==> src/sv/tebc_pkg.sv <==
// ----------------------------------------------------------------------------
// tebc_pkg
// Types and codes shared by the terminal escape byte classifier files.
// ----------------------------------------------------------------------------
package tebc_pkg;

  // parser mode
  typedef enum logic [1:0] {
    MODE_TEXT  = 2'd0,
    MODE_ESC   = 2'd1,
    MODE_PARAM = 2'd2,
    MODE_INTER = 2'd3
  } mode_t;

  // kind of the run that is open
  typedef enum logic [1:0] {
    RUN_NONE    = 2'd0,
    RUN_CONTENT = 2'd1,
    RUN_DIGIT   = 2'd2,
    RUN_PRIV    = 2'd3
  } run_t;

  // role of one byte
  typedef enum logic [3:0] {
    K_CONTENT = 4'd0,
    K_NEWLINE = 4'd1,
    K_ESC     = 4'd2,
    K_FE      = 4'd3,
    K_DIGIT   = 4'd4,
    K_COLON   = 4'd5,
    K_SEMI    = 4'd6,
    K_PRIV    = 4'd7,
    K_INTER   = 4'd8,
    K_FINAL   = 4'd9,
    K_UNKNOWN = 4'd10
  } kind_t;

  // parser state carried from byte to byte
  typedef struct packed {
    mode_t mode;
    logic  intro;
    run_t  run;
  } pstate_t;

  // classification of one byte
  typedef struct packed {
    kind_t kind;
    logic  run_start;
    logic  seq_end;
  } part_t;

  // byte codes
  localparam logic [7:0] CH_NEWLINE = 8'h0a;
  localparam logic [7:0] CH_ESC     = 8'h1b;
  localparam logic [7:0] CH_CSI     = 8'h5b;
  localparam logic [7:0] CH_COLON   = 8'h3a;
  localparam logic [7:0] CH_SEMI    = 8'h3b;

endpackage

==> src/sv/terminal_escape_byte_classifier_unit.sv <==
// ----------------------------------------------------------------------------
// terminal_escape_byte_classifier_unit
// Tags each byte of a terminal output stream with its role in the stream.
// ----------------------------------------------------------------------------
// Usage:
//   in_*  : one raw byte per word, taken when in_tvalid and in_tready are high.
//   out_* : the same byte back with its role: part kind, run start flag, and
//           out_tlast set on the byte that completes an escape sequence.
//   An accepted input word is captured in the input register, classified by
//   short logic against the parser state, and stored in the result register,
//   which drives out_tvalid. One word per cycle is sustained while the
//   receiver keeps out_tready high; the parser state register is the only
//   loop.
//   When the receiver stalls the result register holds its word, the input
//   register still takes one more byte, and in_tready drops only while both
//   are full and out_tready is low.
//   Reset (rst_n low, synchronous) empties both registers and returns the
//   parser to text mode with no run open.
// ----------------------------------------------------------------------------
module terminal_escape_byte_classifier_unit (
  input  logic       clk,
  input  logic       rst_n,
  input  logic       in_tvalid,
  output logic       in_tready,
  input  logic [7:0] in_tdata,   // [7:0] byte_in
  output logic       out_tvalid,
  input  logic       out_tready,
  output logic [7:0] out_tdata,  // [7:0] byte_out
  output logic [4:0] out_tuser,  // [3:0] part_kind, [4] run_start
  output logic       out_tlast   // seq_end
);

  logic              in_vld_r;
  logic [7:0]        in_byte_r;
  logic              out_vld_r;
  logic [7:0]        out_byte_r;
  tebc_pkg::part_t   out_part_r;
  tebc_pkg::pstate_t st_r;
  tebc_pkg::pstate_t st_nxt;
  tebc_pkg::part_t   part;
  logic              out_free;
  logic              adv;

  // pipeline handshake
  assign out_free  = !out_vld_r || out_tready;
  assign adv       = in_vld_r && out_free;
  assign in_tready = !in_vld_r || out_free;

  // input register
  always_ff @(posedge clk) begin
    if (!rst_n) begin
      in_vld_r <= 1'b0;
    end else if (in_tready) begin
      in_vld_r <= in_tvalid;
    end
  end

  always_ff @(posedge clk) begin
    if (in_tready && in_tvalid) begin
      in_byte_r <= in_tdata;
    end
  end

  // classification
  tebc_classify u_classify (
    .byte_i (in_byte_r),
    .st_i   (st_r),
    .st_nxt (st_nxt),
    .part_o (part)
  );

  // parser state
  always_ff @(posedge clk) begin
    if (!rst_n) begin
      st_r.mode  <= tebc_pkg::MODE_TEXT;
      st_r.intro <= 1'b0;
      st_r.run   <= tebc_pkg::RUN_NONE;
    end else if (adv) begin
      st_r <= st_nxt;
    end
  end

  // result register
  always_ff @(posedge clk) begin
    if (!rst_n) begin
      out_vld_r <= 1'b0;
    end else if (out_free) begin
      out_vld_r <= in_vld_r;
    end
  end

  always_ff @(posedge clk) begin
    if (adv) begin
      out_byte_r <= in_byte_r;
      out_part_r <= part;
    end
  end

  assign out_tvalid = out_vld_r;
  assign out_tdata  = out_byte_r;
  assign out_tuser  = {out_part_r.run_start, out_part_r.kind};
  assign out_tlast  = out_part_r.seq_end;

  // the introducer flag only lives in control parameter mode
  a_intro_mode: assert property (@(posedge clk) disable iff (!rst_n)
    st_r.intro |-> st_r.mode == tebc_pkg::MODE_PARAM)
    else $error("introducer flag outside parameter mode");

  // a content run is open only in text mode
  a_content_text: assert property (@(posedge clk) disable iff (!rst_n)
    st_r.run == tebc_pkg::RUN_CONTENT |-> st_r.mode == tebc_pkg::MODE_TEXT)
    else $error("content run open outside text mode");

  // digit and private runs are open only in parameter mode
  a_param_run: assert property (@(posedge clk) disable iff (!rst_n)
    (st_r.run == tebc_pkg::RUN_DIGIT || st_r.run == tebc_pkg::RUN_PRIV)
    |-> st_r.mode == tebc_pkg::MODE_PARAM)
    else $error("parameter run open outside parameter mode");

  // sequence end is only flagged on fe, final or unknown bytes
  a_end_kind: assert property (@(posedge clk) disable iff (!rst_n)
    (out_vld_r && out_part_r.seq_end) |->
    (out_part_r.kind == tebc_pkg::K_FE || out_part_r.kind == tebc_pkg::K_FINAL ||
     out_part_r.kind == tebc_pkg::K_UNKNOWN))
    else $error("sequence end on wrong byte kind");

  // run start is only flagged on content, digit or private bytes
  a_start_kind: assert property (@(posedge clk) disable iff (!rst_n)
    (out_vld_r && out_part_r.run_start) |->
    (out_part_r.kind == tebc_pkg::K_CONTENT || out_part_r.kind == tebc_pkg::K_DIGIT ||
     out_part_r.kind == tebc_pkg::K_PRIV))
    else $error("run start on wrong byte kind");

endmodule

==> src/sv/tebc_classify.sv <==
// ----------------------------------------------------------------------------
// tebc_classify
// Combinational byte classifier: role of one byte and the next parser state.
// ----------------------------------------------------------------------------
module tebc_classify (
  input  logic [7:0]        byte_i,
  input  tebc_pkg::pstate_t st_i,
  output tebc_pkg::pstate_t st_nxt,
  output tebc_pkg::part_t   part_o
);

  // byte range decodes
  logic is_nl, is_esc, is_csi, is_colon, is_semi;
  logic is_fe, is_inter, is_digit, is_param, is_privlead, is_final;

  assign is_nl       = (byte_i == tebc_pkg::CH_NEWLINE);
  assign is_esc      = (byte_i == tebc_pkg::CH_ESC);
  assign is_csi      = (byte_i == tebc_pkg::CH_CSI);
  assign is_colon    = (byte_i == tebc_pkg::CH_COLON);
  assign is_semi     = (byte_i == tebc_pkg::CH_SEMI);
  assign is_fe       = (byte_i >= 8'h40) && (byte_i <= 8'h5f);
  assign is_inter    = (byte_i >= 8'h20) && (byte_i <= 8'h2f);
  assign is_digit    = (byte_i >= 8'h30) && (byte_i <= 8'h39);
  assign is_param    = (byte_i >= 8'h30) && (byte_i <= 8'h3f);
  assign is_privlead = (byte_i >= 8'h3c) && (byte_i <= 8'h3f);
  assign is_final    = (byte_i >= 8'h40) && (byte_i <= 8'h7e);

  logic priv_cont, priv_open;
  assign priv_cont = (st_i.run == tebc_pkg::RUN_PRIV) && is_param;
  assign priv_open = st_i.intro && is_privlead;

  // next parser state
  always_comb begin
    st_nxt.mode  = st_i.mode;
    st_nxt.intro = 1'b0;
    st_nxt.run   = tebc_pkg::RUN_NONE;
    unique case (st_i.mode)
      tebc_pkg::MODE_TEXT: begin
        priority if (is_nl) begin
          st_nxt.mode = tebc_pkg::MODE_TEXT;
        end else if (is_esc) begin
          st_nxt.mode = tebc_pkg::MODE_ESC;
        end else begin
          st_nxt.run = tebc_pkg::RUN_CONTENT;
        end
      end
      tebc_pkg::MODE_ESC: begin
        if (is_fe && is_csi) begin
          st_nxt.mode  = tebc_pkg::MODE_PARAM;
          st_nxt.intro = 1'b1;
        end else begin
          st_nxt.mode = tebc_pkg::MODE_TEXT;
        end
      end
      tebc_pkg::MODE_PARAM: begin
        priority if (priv_cont) begin
          st_nxt.run = tebc_pkg::RUN_PRIV;
        end else if (is_inter) begin
          st_nxt.mode = tebc_pkg::MODE_INTER;
        end else if (is_digit) begin
          st_nxt.run = tebc_pkg::RUN_DIGIT;
        end else if (is_colon || is_semi) begin
          st_nxt.mode = tebc_pkg::MODE_PARAM;
        end else if (priv_open) begin
          st_nxt.run = tebc_pkg::RUN_PRIV;
        end else begin
          st_nxt.mode = tebc_pkg::MODE_TEXT;
        end
      end
      tebc_pkg::MODE_INTER: begin
        if (!is_inter) begin
          st_nxt.mode = tebc_pkg::MODE_TEXT;
        end
      end
      default: st_nxt.mode = tebc_pkg::MODE_TEXT;
    endcase
  end

  // byte role and run / sequence flags
  always_comb begin
    part_o.kind      = tebc_pkg::K_UNKNOWN;
    part_o.run_start = 1'b0;
    part_o.seq_end   = 1'b0;
    unique case (st_i.mode)
      tebc_pkg::MODE_TEXT: begin
        priority if (is_nl) begin
          part_o.kind = tebc_pkg::K_NEWLINE;
        end else if (is_esc) begin
          part_o.kind = tebc_pkg::K_ESC;
        end else begin
          part_o.kind      = tebc_pkg::K_CONTENT;
          part_o.run_start = (st_i.run != tebc_pkg::RUN_CONTENT);
        end
      end
      tebc_pkg::MODE_ESC: begin
        part_o.kind    = is_fe ? tebc_pkg::K_FE : tebc_pkg::K_UNKNOWN;
        part_o.seq_end = !(is_fe && is_csi);
      end
      tebc_pkg::MODE_PARAM: begin
        priority if (priv_cont) begin
          part_o.kind = tebc_pkg::K_PRIV;
        end else if (is_inter) begin
          part_o.kind = tebc_pkg::K_INTER;
        end else if (is_digit) begin
          part_o.kind      = tebc_pkg::K_DIGIT;
          part_o.run_start = (st_i.run != tebc_pkg::RUN_DIGIT);
        end else if (is_colon) begin
          part_o.kind = tebc_pkg::K_COLON;
        end else if (is_semi) begin
          part_o.kind = tebc_pkg::K_SEMI;
        end else if (priv_open) begin
          part_o.kind      = tebc_pkg::K_PRIV;
          part_o.run_start = 1'b1;
        end else if (is_final) begin
          part_o.kind    = tebc_pkg::K_FINAL;
          part_o.seq_end = 1'b1;
        end else begin
          part_o.seq_end = 1'b1;
        end
      end
      tebc_pkg::MODE_INTER: begin
        priority if (is_inter) begin
          part_o.kind = tebc_pkg::K_INTER;
        end else if (is_final) begin
          part_o.kind    = tebc_pkg::K_FINAL;
          part_o.seq_end = 1'b1;
        end else begin
          part_o.seq_end = 1'b1;
        end
      end
      default: part_o.seq_end = 1'b1;
    endcase
  end

endmodule
==> config.mk <==
export PLATFORM = sky130hd
export DESIGN_NAME = terminal_escape_byte_classifier_unit
export DESIGN_NICKNAME = d
export VERILOG_FILES = /design/src/sv/tebc_pkg.sv /design/src/sv/terminal_escape_byte_classifier_unit.sv /design/src/sv/tebc_classify.sv
export SDC_FILE = /design/constraint.sdc
export NUM_CORES = 1
export LEC_CHECK = 0
export ABC_AREA = 0
export BUFFER_PORTS_ARGS = -buffer_cell sky130_fd_sc_hd__buf_2
export CORE_MARGIN = 2
export CORE_UTILIZATION = 50
export CTS_BUF_LIST = sky130_fd_sc_hd__clkbuf_16
export CTS_CLUSTER_SIZE = 28
export DETAILED_ROUTE_END_ITERATION = 16
export GPL_ROUTABILITY_DRIVEN = 0
export PLACE_DENSITY_LB_ADDON = 0.3
export SYNTH_ARGS = -nofsm -noshare
export SYNTH_HDL_FRONTEND = slang
export SYNTH_SLANG_ARGS = --single-unit
==> constraint.sdc <==
create_clock -name clk -period 2.07 [get_ports clk]
set_input_delay 0.414 -clock clk [delete_from_list [all_inputs] [get_ports clk]]
set_output_delay 0.414 -clock clk [all_outputs]
set_load 0.02 [all_outputs]
==> metrics.cfg, run 1 <==
[routing]
vias = 1085
drt_iter0_markers = 47
dr.pass1.iters = 4
wl_mm = 2.67
final_antenna_net_count = 0
wl_per_cell_um = 15.0
drc = 0
via_per_inst = 6.10

[worst_setup_path]
reg2reg_to = out_tuser[1]$_DFFE_PP_
crit_type = reg2reg
max_stage_delay_ns = 0.55
required_ns = 2.07
cp_top_family = compound AO/OA/AOI/OAI gates
cp-end-kind = register
critPathBufInv = 0
regToRegStartpoint = in_byte_r[6]$_DFFE_PP_
cp_slowest_cell = a2111oi_0
crit_arrival_ns = 1.89
r2r_setup_slack_ns = 0.18
crit_chain = or2_1, a2111oi_0, or4_1, o211ai_1
r2r_cells = 4
cp-start-kind = register
worst-path-max-fanout = 6

[timing]
relSlewSlack_pct = 63.4
fin_skew_ns = 0.00323
max_freq_mhz = 528
slew_violations = 0
final-hold-violation-count = 0
tns_ns = 0
period_minus_slack_ns = 1.89
finalSetupViolCount = 0
tightest_slew_ns = 0.535
rsz0062_at_grt = no
post-route-period-util_pct = 91.5

[power]
swShare_pct = 18.6
power_uw = 1690
power.density_nw_per_um2 = 984
ir_drop_v = 0.00105
p_clk_share_pct = 54.4
power.net_switching_uw = 314
p_leak_uw = 0.000634
pwr-share-seq_pct = 40.0
power_frac_comb_pct = 5.6
p_int_uw = 1380

[final_layout]
fin_nets = 159
fillers = 191
num_antenna_cells = 0
final_area_um2 = 1720
drive_gt1_share_pct = 30.4
area_growth_syn_to_layout_pct = 26.8

[clock_tree]
hold_buffers = 0
cts-resized-gates = 0
cts_tree = done
cts-root-buf = clkbuf_16
htreeDepth = 2
clkTransAtPathRegs_ns = 0.05
cts_sinks = 29
post_cts_buffers = 0
max-clock-path-buffers = 2
numCtsBuffers = 5
insertion_delay_ns = 0.27

[worst_hold_path]
holdPathStages = 1
hold_class = in2reg
min_from = in_tdata[1]
hold_end = in_byte_r[1]$_DFFE_PP_

[placed_design]
dp_hpwl_mm = 1.76
io_buffer_count = 27
placed_area_um2 = 1530

[synthesis]
ys_top_cells_by_area = edfxtp_1 (49%), dfxtp_1 (10%), a21oi_1 (2.6%)
synth_fp_nets = 127
yosysTopAreaCell = edfxtp_1
synth_area_um2 = 1350
synth_most_common_cell = edfxtp_1
synthMuxAreaShare_pct = 0
synth_compound_area_share_pct = 16.9
synth.top_cells.by_count = edfxtp_1 (22), nand2_1 (9), a21oi_1 (7), dfxtp_1 (7), nor2_1 (6)
yosysTopAreaCellShare_pct = 48.8
synth_top_family_by_area = simple AND/OR/NAND/NOR gates
synth_ff_type = edfxtp_1
synth.ff_latch_count = 29
synth-seq-area-share_pct = 59.1
synthXorXnorAreaFrac_pct = 0.647
synthAdderAreaFrac_pct = 0
async_reset_ff_share_pct = 0
syn_inst = 115
yosysWarnings = 0
synth_area_per_cell_um2 = 11.8
synth_edf_count = 22
yosys.area_share.simple_pct = 20.5
ys_types = 45

[die]
core_um2 = 2520
die_y_um = 56.0
design.die.area_um2 = 3140
start_util_pct = 53.7
top_level_ports = 28
die_w_um = 56.0
rows = 18

[run_status]
status = complete, no violations

[grt]
grt_max_degree = 19
grt_overflow_total = 0
grt_use_total_pct = 18.3
grt_pass1_wl_mm = 4.26
grt_pass1_vias = 943
antenna_found_initial = 0

[run]
maxCapViolations = 0

flip-flops by register name, indices dropped and copies added (netlist names):
name	cells
in_byte_r	8
out_tdata	8
out_tuser	5
st_r	5
in_vld_r	1
out_tlast	1
out_tvalid	1
cells by family after synthesis:
family	count (synthesis)
buffers and inverters	8
AOI/OAI and AO/OA	31
xor gates and xnor gates	1
and+or+nand+nor	46
DFF	29
routing by layer:
| layer | wire (µm) | GRT usage (%) | share of wire (%) | vias up |
|---|---|---|---|---|
| met1 | 1010 | 19.9 | 38 | 502 |
| met3 | 308 | 8.60 | 12 | 11 |
| met4 | 89 | 12.6 | 3.3 | 0 |
| met2 | 1270 | 27.9 | 47 | 69 |
| li1 | - | - | - | 503 |
| met5 | 0 | 0 | 0 | - |
through the flow:
step / setup WS [ns] / cells / hold WS, ns / util (%)
floorplan: 0.339 / 115 / 0.424 / -
global placement: 0.362 / 170 / 0.486 / 60.5
global route: 0.121 / 178 / 0.306 / 68.1
finish: 0.175 / 178 / 0.314 / 68.1
CTS: 0.214 / 178 / 0.311 / 68.1
detailed placement: 0.294 / 170 / 0.502 / 60.5
power groups by stage:
stage | clock, µW | sequential [µW] | combinational [µW]
floorplan | 0 | 694 | 48.2
global placement | 0 | 685 | 91.5
detailed placement | 0 | 686 | 92.2
CTS | 925 | 676 | 94.3
global route | 958 | 678 | 102
finish | 920 | 676 | 94.5
worst max-delay path by stage:
stage	from	to	depth (start not counted)
after floorplan	in_byte_r[5]$_DFFE_PP_	out_tuser[4]$_DFFE_PP_	5
after CTS	in_byte_r[6]$_DFFE_PP_	out_tuser[1]$_DFFE_PP_	4
after global placement	out_tready	st_r[3]$_SDFFE_PN0P_	6
after detailed placement	out_tready	st_r[3]$_SDFFE_PN0P_	6
after global routing	in_byte_r[7]$_DFFE_PP_	out_tuser[1]$_DFFE_PP_	4
final	in_byte_r[6]$_DFFE_PP_	out_tuser[1]$_DFFE_PP_	4
layout make-up:
type / count / area, µm² / share of cell area [%]
repair buffers: 31 / 165 / 9.62
inverters: 2 / 7.51 / 0.437
well taps: 30 / 37.5 / 2.19
clock inverters: 3 / 65.1 / 3.79
clock buffers: 5 / 125 / 7.29
flip-flops and latches: 29 / 801 / 46.6
multi-input cells: 78 / 515 / 30.0
worst reg2reg max path, stage by stage, from the launching register on:
cell and delay [ns]:
edfxtp_1 0.44, or2_1 0.33, a2111oi_0 0.55, or4_1 0.20, o211ai_1 0.10
cells in the final DEF, fill, tap and decap left out, types with 2 or more instances in the layout:
cell,netlist,layout
a21boi_1,2,2
a21oi_1,7,7
and2_1,3,3
buf_2,0,27
buf_4,0,4
bufinv_16,0,2
clkbuf_16,0,5
dfxtp_1,7,7
edfxtp_1,22,22
nand2_1,9,9
nand2b_1,4,4
nand3_1,3,3
nand4_1,2,2
nor2_1,6,6
nor2b_1,4,4
nor3b_1,3,3
o211ai_1,4,4
o21a_1,2,2
o21ai_0,2,2
or4_1,2,2
No activity file was read; power rests on OpenSTA's default activity.
==> run 2, diff against run 1 <==
Clock period 2.07 ns to 2 ns, I/O delays scaled along.
==> metrics.cfg, run 2 (synthesized netlist as in run 1, its figures left out) <==
[final_layout]
area_growth_syn_to_layout_pct = 26.7  ; about the same
multiInputGateArea_um2 = 515  ; unchanged
fin_nets = 162  ; +1.9%
final_common_cell = buf_2
drive_gt1_share_pct = 31.1  ; +0.72 points
num_antenna_cells = 0  ; unchanged
fillers = 193  ; +1.0%
seq_area_um2 = 801  ; unchanged
finalNonFillerCells = 181  ; +1.7%
final_cell_mix = buf_2 (27), edfxtp_1 (22), nand2_1 (9)

[worst_setup_path]
crit_type = reg2reg
crit_arrival_ns = 1.89  ; about the same
crit_chain = or3_4, or4_4, a221oi_2, nor2_1
max_stage_delay_ns = 0.44  ; -0.11 ns
required_ns = 2.16  ; +0.09 ns
cp-end-kind = register
cp_slowest_cell = or4_4
cp-start-kind = register
worst-path-max-fanout = 5  ; -1

[clock_tree]
hold_buffers = 0  ; unchanged
max-clock-path-buffers = 2  ; unchanged
numCtsBuffers = 5  ; unchanged
cts-resized-gates = 0  ; unchanged
htreeDepth = 2  ; unchanged
cts_sinks = 29  ; unchanged
cts_tree = done
clkTransAtPathRegs_ns = 0.05  ; about the same
cts-root-buf = clkbuf_16
post_cts_buffers = 0  ; unchanged
insertion_delay_ns = 0.27  ; about the same

[run]
maxCapViolations = 0  ; unchanged

[timing]
slew_violations = 0  ; unchanged
period_minus_slack_ns = 1.73  ; -0.164 ns
final-hold-violation-count = 0  ; unchanged
rsz0062_at_grt = no
relSlewSlack_pct = 64.7  ; +1.2 points
fin_ws_ns = 0.269  ; +0.0939 ns
tightest_slew_ns = 0.529  ; -0.00595 ns
finalSetupViolCount = 0  ; unchanged
fin_hold_ws_ns = 0.301  ; -0.0130 ns
max_freq_mhz = 578  ; +9.5%
tns_ns = 0  ; unchanged
post-route-period-util_pct = 86.5  ; -5.0 points
fin_skew_ns = 0.00487  ; +0.00164 ns

[grt]
grt_pass1_wl_mm = 4.77  ; +12%
grt_overflow_total = 0  ; unchanged
grt_pass1_vias = 995  ; +5.5%
antenna_found_initial = 0  ; unchanged
grt_max_degree = 19  ; unchanged
grt_use_total_pct = 20.1  ; +1.8 points

[power]
p_clk_share_pct = 50.7  ; -3.7 points
pwr-share-seq_pct = 43.0  ; +3.0 points
p_int_uw = 1300  ; -5.6%
power.density_nw_per_um2 = 947  ; -3.8%
p_leak_uw = 0.000633  ; -0.25%
ir_drop_v = 0.000829  ; -21%
swShare_pct = 20.1  ; +1.5 points
power_frac_comb_pct = 6.3  ; +0.7 points
power.net_switching_uw = 326  ; +3.9%

[die]
core_um2 = 2520  ; unchanged
start_util_pct = 53.7  ; unchanged
die_y_um = 56.0  ; unchanged
die_w_um = 56.0  ; unchanged
design.die.area_um2 = 3140  ; unchanged
top_level_ports = 28  ; unchanged
rows = 18  ; unchanged

[routing]
drc = 0  ; unchanged
wl_per_cell_um = 15.6  ; +4.0%
drt_iter0_markers = 52  ; +11%
wl_mm = 2.83  ; +5.8%
met1Wirelength_mm = 1.11  ; +10%
via_per_inst = 5.85  ; -4.1%
dr_wl_met2_mm = 1.44  ; +14%
met3WireLength_um = 215  ; -30%
dr.pass1.iters = 4  ; unchanged
vias = 1058  ; -2.5%
final_antenna_net_count = 0  ; unchanged
highest_layer = met4

[placed_design]
preCtsSetupSlack_ns = 0.285  ; -0.00825 ns
io_buffer_count = 27  ; unchanged
dp_hpwl_mm = 1.91  ; +8.2%
dp_cells = 173  ; +1.8%

[run_status]
status = complete, no violations

[worst_hold_path]
hold_class = in2reg

run 2: changes by cell type in the layout (fill, tap and decap cells not counted), sizes merged:
cell	delta
buf	+3
clkinvlp	+1
bufinv	-1
run 2: metal layers:
metal / track usage (%) / up-vias
li1: - / 511
met1: 23.5 / 487
met2: 33.1 / 53
met3: 6.74 / 7
met4: 9.18 / 0
met5: 0 / -
run 2: final timing paths:
| check | cells past startpoint | slack (ns) | start | to |
|---|---|---|---|---|
| worst max-delay path | 4 | 0.27 | in_byte_r[7]$_DFFE_PP_ | st_r[3]$_SDFFE_PN0P_ |
| worst min-delay path | 1 | 0.30 | in_tdata[0] | in_byte_r[0]$_DFFE_PP_ |
| worst max register to register | 4 | 0.27 | in_byte_r[7]$_DFFE_PP_ | st_r[3]$_SDFFE_PN0P_ |
| worst min register to register | 2 | 0.51 | st_r[2]$_SDFFE_PN0P_ | st_r[2]$_SDFFE_PN0P_ |
run 2: cell type report:
class / count / area share, %
inverters: 2 / 0.438
clock buffers: 5 / 7.29
multi-input cells: 78 / 30.1
flip-flops and latches: 29 / 46.7
repair buffers: 34 / 10.9
clock inverters: 3 / 2.41
well taps: 30 / 2.19
run 2: metrics by stage:
step | cell area [µm²] | util (%) | total power [µW]
final | 1720 | 68.0 | 1620
after global routing | 1720 | 68.0 | 1680
after CTS | 1720 | 68.0 | 1630
after detailed placement | 1550 | 61.4 | 811
after global placement | 1550 | 61.4 | 807
after floorplan | 1350 | - | 768
run 2: power groups by stage:
stage	Sequential (µW)	Clock, µW	Combinational (µW)
after floorplan	718	0	49.8
after global placement	708	0	99.5
after detailed placement	710	0	101
after CTS	698	830	102
after global routing	701	864	111
final	699	823	103
run 2: critical path: cells and delay by family, from the launching register on:
family | cells | cell delay, ns
flip-flops | 1 | 0.43
AND/OR/NAND/NOR | 3 | 0.93
AO/OA/AOI/OAI | 1 | 0.26
==> run 3, diff against run 2 <==
Settings changed: REMOVE_ABC_BUFFERS set to 1, SYNTH_HIERARCHICAL set to 1.
==> metrics.cfg, run 3 <==
[run_status]
status = complete, no violations

[synthesis]
ys_types = 44  ; -2.2%
synth_area_per_cell_um2 = 11.3  ; -4.1%
yosysTopAreaCellShare_pct = 47.2  ; -1.6 points
ys_top_cells_by_area = edfxtp_1 (47%), dfxtp_1 (10%), nand2_1 (5.9%)
syn_inst = 124  ; +7.8%
async_reset_ff_share_pct = 0  ; unchanged
synth.top_cells.by_count = edfxtp_1 (22), nand2_1 (22), dfxtp_1 (7), a21oi_1 (5), mux2i_1 (5)
synth_edf_count = 22  ; unchanged
synth.ff_latch_count = 29  ; unchanged
yosysWarnings = 6  ; +6
synth_ff_type = edfxtp_1
synth_area_um2 = 1400  ; +3.4%
yosysTopAreaCell = edfxtp_1
synth-seq-area-share_pct = 57.2  ; -2.0 points

[worst_setup_path]
regToRegStartpoint = in_byte_r[2]$_DFFE_PP_
reg2reg_to = out_tuser[4]$_DFFE_PP_
r2r_setup_slack_ns = 0.16  ; -0.11 ns
cp-start-kind = register
worst-path-max-fanout = 7  ; +2
cp_slowest_cell = or4_1
crit_type = reg2reg
r2r_cells = 4  ; unchanged
cp-end-kind = register
required_ns = 2.00  ; -0.16 ns
max_stage_delay_ns = 0.55  ; +0.11 ns
crit_arrival_ns = 1.84  ; -0.05 ns
crit_chain = nand4bb_1, or4_1, a32oi_1, a31oi_1

[worst_hold_path]
holdPathStages = 1  ; unchanged
min_from = in_tdata[4]
hold_class = in2reg
hold_end = in_byte_r[4]$_DFFE_PP_

[clock_tree]
cts-resized-gates = 0  ; unchanged
insertion_delay_ns = 0.27  ; about the same
hold_buffers = 0  ; unchanged
post_cts_buffers = 0  ; unchanged
cts_tree = done
htreeDepth = 2  ; unchanged
cts-root-buf = clkbuf_16
cts_sinks = 29  ; unchanged
numCtsBuffers = 5  ; unchanged
clkTransAtPathRegs_ns = 0.04  ; about the same
max-clock-path-buffers = 2  ; unchanged

[grt]
grt_pass1_wl_mm = 4.46  ; -6.5%
grt_pass1_vias = 998  ; +0.30%
grt_use_total_pct = 18.4  ; -1.6 points
antenna_found_initial = 0  ; unchanged
grt_max_degree = 20  ; +1
grt_overflow_total = 0  ; unchanged

[die]
die_y_um = 56.9  ; +1.6%
start_util_pct = 51.7  ; -2.0 points
die_w_um = 56.9  ; +1.6%
core_um2 = 2710  ; +7.4%
design.die.area_um2 = 3240  ; +3.2%
top_level_ports = 28  ; unchanged
rows = 19  ; +1

[placed_design]
placed_area_um2 = 1570  ; +1.1%
preCtsSetupSlack_ns = 0.241  ; -0.0447 ns
dp_hpwl_mm = 1.92  ; +0.93%
io_buffer_count = 27  ; unchanged
dp_cells = 180  ; +4.0%

[final_layout]
drive_gt1_share_pct = 26.9  ; -4.2 points
final_area_um2 = 1700  ; -0.95%
final_common_cell = buf_2
num_antenna_cells = 0  ; unchanged
fillers = 226  ; +17%
finalNonFillerCells = 187  ; +3.3%
area_growth_syn_to_layout_pct = 21.4
fin_nets = 168  ; +3.7%
final_cell_mix = buf_2 (27), nand2_1 (22), edfxtp_1 (22)

[routing]
drc = 0  ; unchanged
via_per_inst = 5.76  ; -1.5%
vias = 1077  ; +1.8%
wl_mm = 2.75  ; -2.8%
wl_per_cell_um = 14.7  ; -5.9%
dr.pass1.iters = 4  ; unchanged
drt_iter0_markers = 29  ; -44%
final_antenna_net_count = 0  ; unchanged

[timing]
final-hold-violation-count = 0  ; unchanged
slew_violations = 0  ; unchanged
tns_ns = 0  ; unchanged
tightest_slew_ns = 0.478  ; -0.0509 ns
fin_skew_ns = 0.00129  ; -0.00358 ns
relSlewSlack_pct = 67.9  ; +3.2 points
fin_ws_ns = 0.159  ; -0.110 ns
period_minus_slack_ns = 1.84  ; +0.110 ns
max_freq_mhz = 543  ; -6.0%
finalSetupViolCount = 0  ; unchanged
post-route-period-util_pct = 92.0  ; +5.5 points
rsz0062_at_grt = no

[power]
p_leak_uw = 0.000639  ; +0.94%
power_uw = 1470  ; -9.8%
power.density_nw_per_um2 = 862  ; -8.9%
ir_drop_v = 0.000731  ; -12%

[run]
maxCapViolations = 0  ; unchanged

run 3: cell types whose count changed after synthesis, moves of 3 or more:
cell / before / now
o211ai_1: 4 / 1
nor2_1: 6 / 2
clkbuf_1: 5 / 2
nand2b_1: 4 / 1
mux2i_1: 0 / 5
buf_2: 0 / 3
nand2_1: 9 / 22
inv_1: 1 / 4
run 3: area by class of cell:
class,count,area [µm²],share of cell area (%)
Tap cell,31,38.8,2.28
Multi-Input combinational cell,84,539,31.7
Sequential cell,29,801,47.1
Inverter,4,15.0,0.884
Clock inverter,2,7.51,0.442
Timing Repair Buffer,32,173,10.2
Clock buffer,5,125,7.36
run 3: report_power, final:
part	internal, µW	switching, µW	leakage (µW)
Clock	441	221	0.0000685
Combinational	42.4	60.7	0.000303
Sequential	679	22.0	0.000267
Total	1160	303	0.000639
run 3: cells by family after synthesis:
logic type | after synthesis | synth area share (%)
AOI/OAI and AO/OA | 25 | 12.2
xor gates and xnor gates | 1 | 0.626
buffers and inverters | 11 | 4.29
DFF | 29 | 57.2
muxes | 5 | 3.57
and+or+nand+nor | 53 | 22.1
run 3: layer usage:
metal	wire length (µm)	track usage [%]
met4	24	8.31
met3	205	6.91
met5	0	0
met1	1140	21.1
met2	1370	30.7
run 3: how the worst max path moves through the flow:
stage                             endpoint                   start  cells past startpoint
floorplan              out_tlast$_DFFE_PP_  in_byte_r[7]$_DFFE_PP_                      4
global placement       out_tlast$_DFFE_PP_  in_byte_r[5]$_DFFE_PP_                      4
detailed placement     out_tlast$_DFFE_PP_  in_byte_r[5]$_DFFE_PP_                      4
CTS                 out_tuser[4]$_DFFE_PP_  in_byte_r[2]$_DFFE_PP_                      4
global route        out_tuser[4]$_DFFE_PP_  in_byte_r[2]$_DFFE_PP_                      4
finish              out_tuser[4]$_DFFE_PP_  in_byte_r[2]$_DFFE_PP_                      4
run 3: critical path, delay by kind of cell, from the launching register on:
| kind | cells | cell delay, ns |
|---|---|---|
| compound gates | 2 | 0.31 |
| flops | 1 | 0.47 |
| simple gates | 2 | 0.79 |
run 3: metrics by stage:
stage	util, %	hold WS, ns
6_report	62.7	0.306
5_1_grt	62.7	0.294
4_1_cts	62.7	0.301
3_5_place_dp	57.8	0.486
3_3_place_gp	57.8	0.477
2_1_floorplan	-	0.462
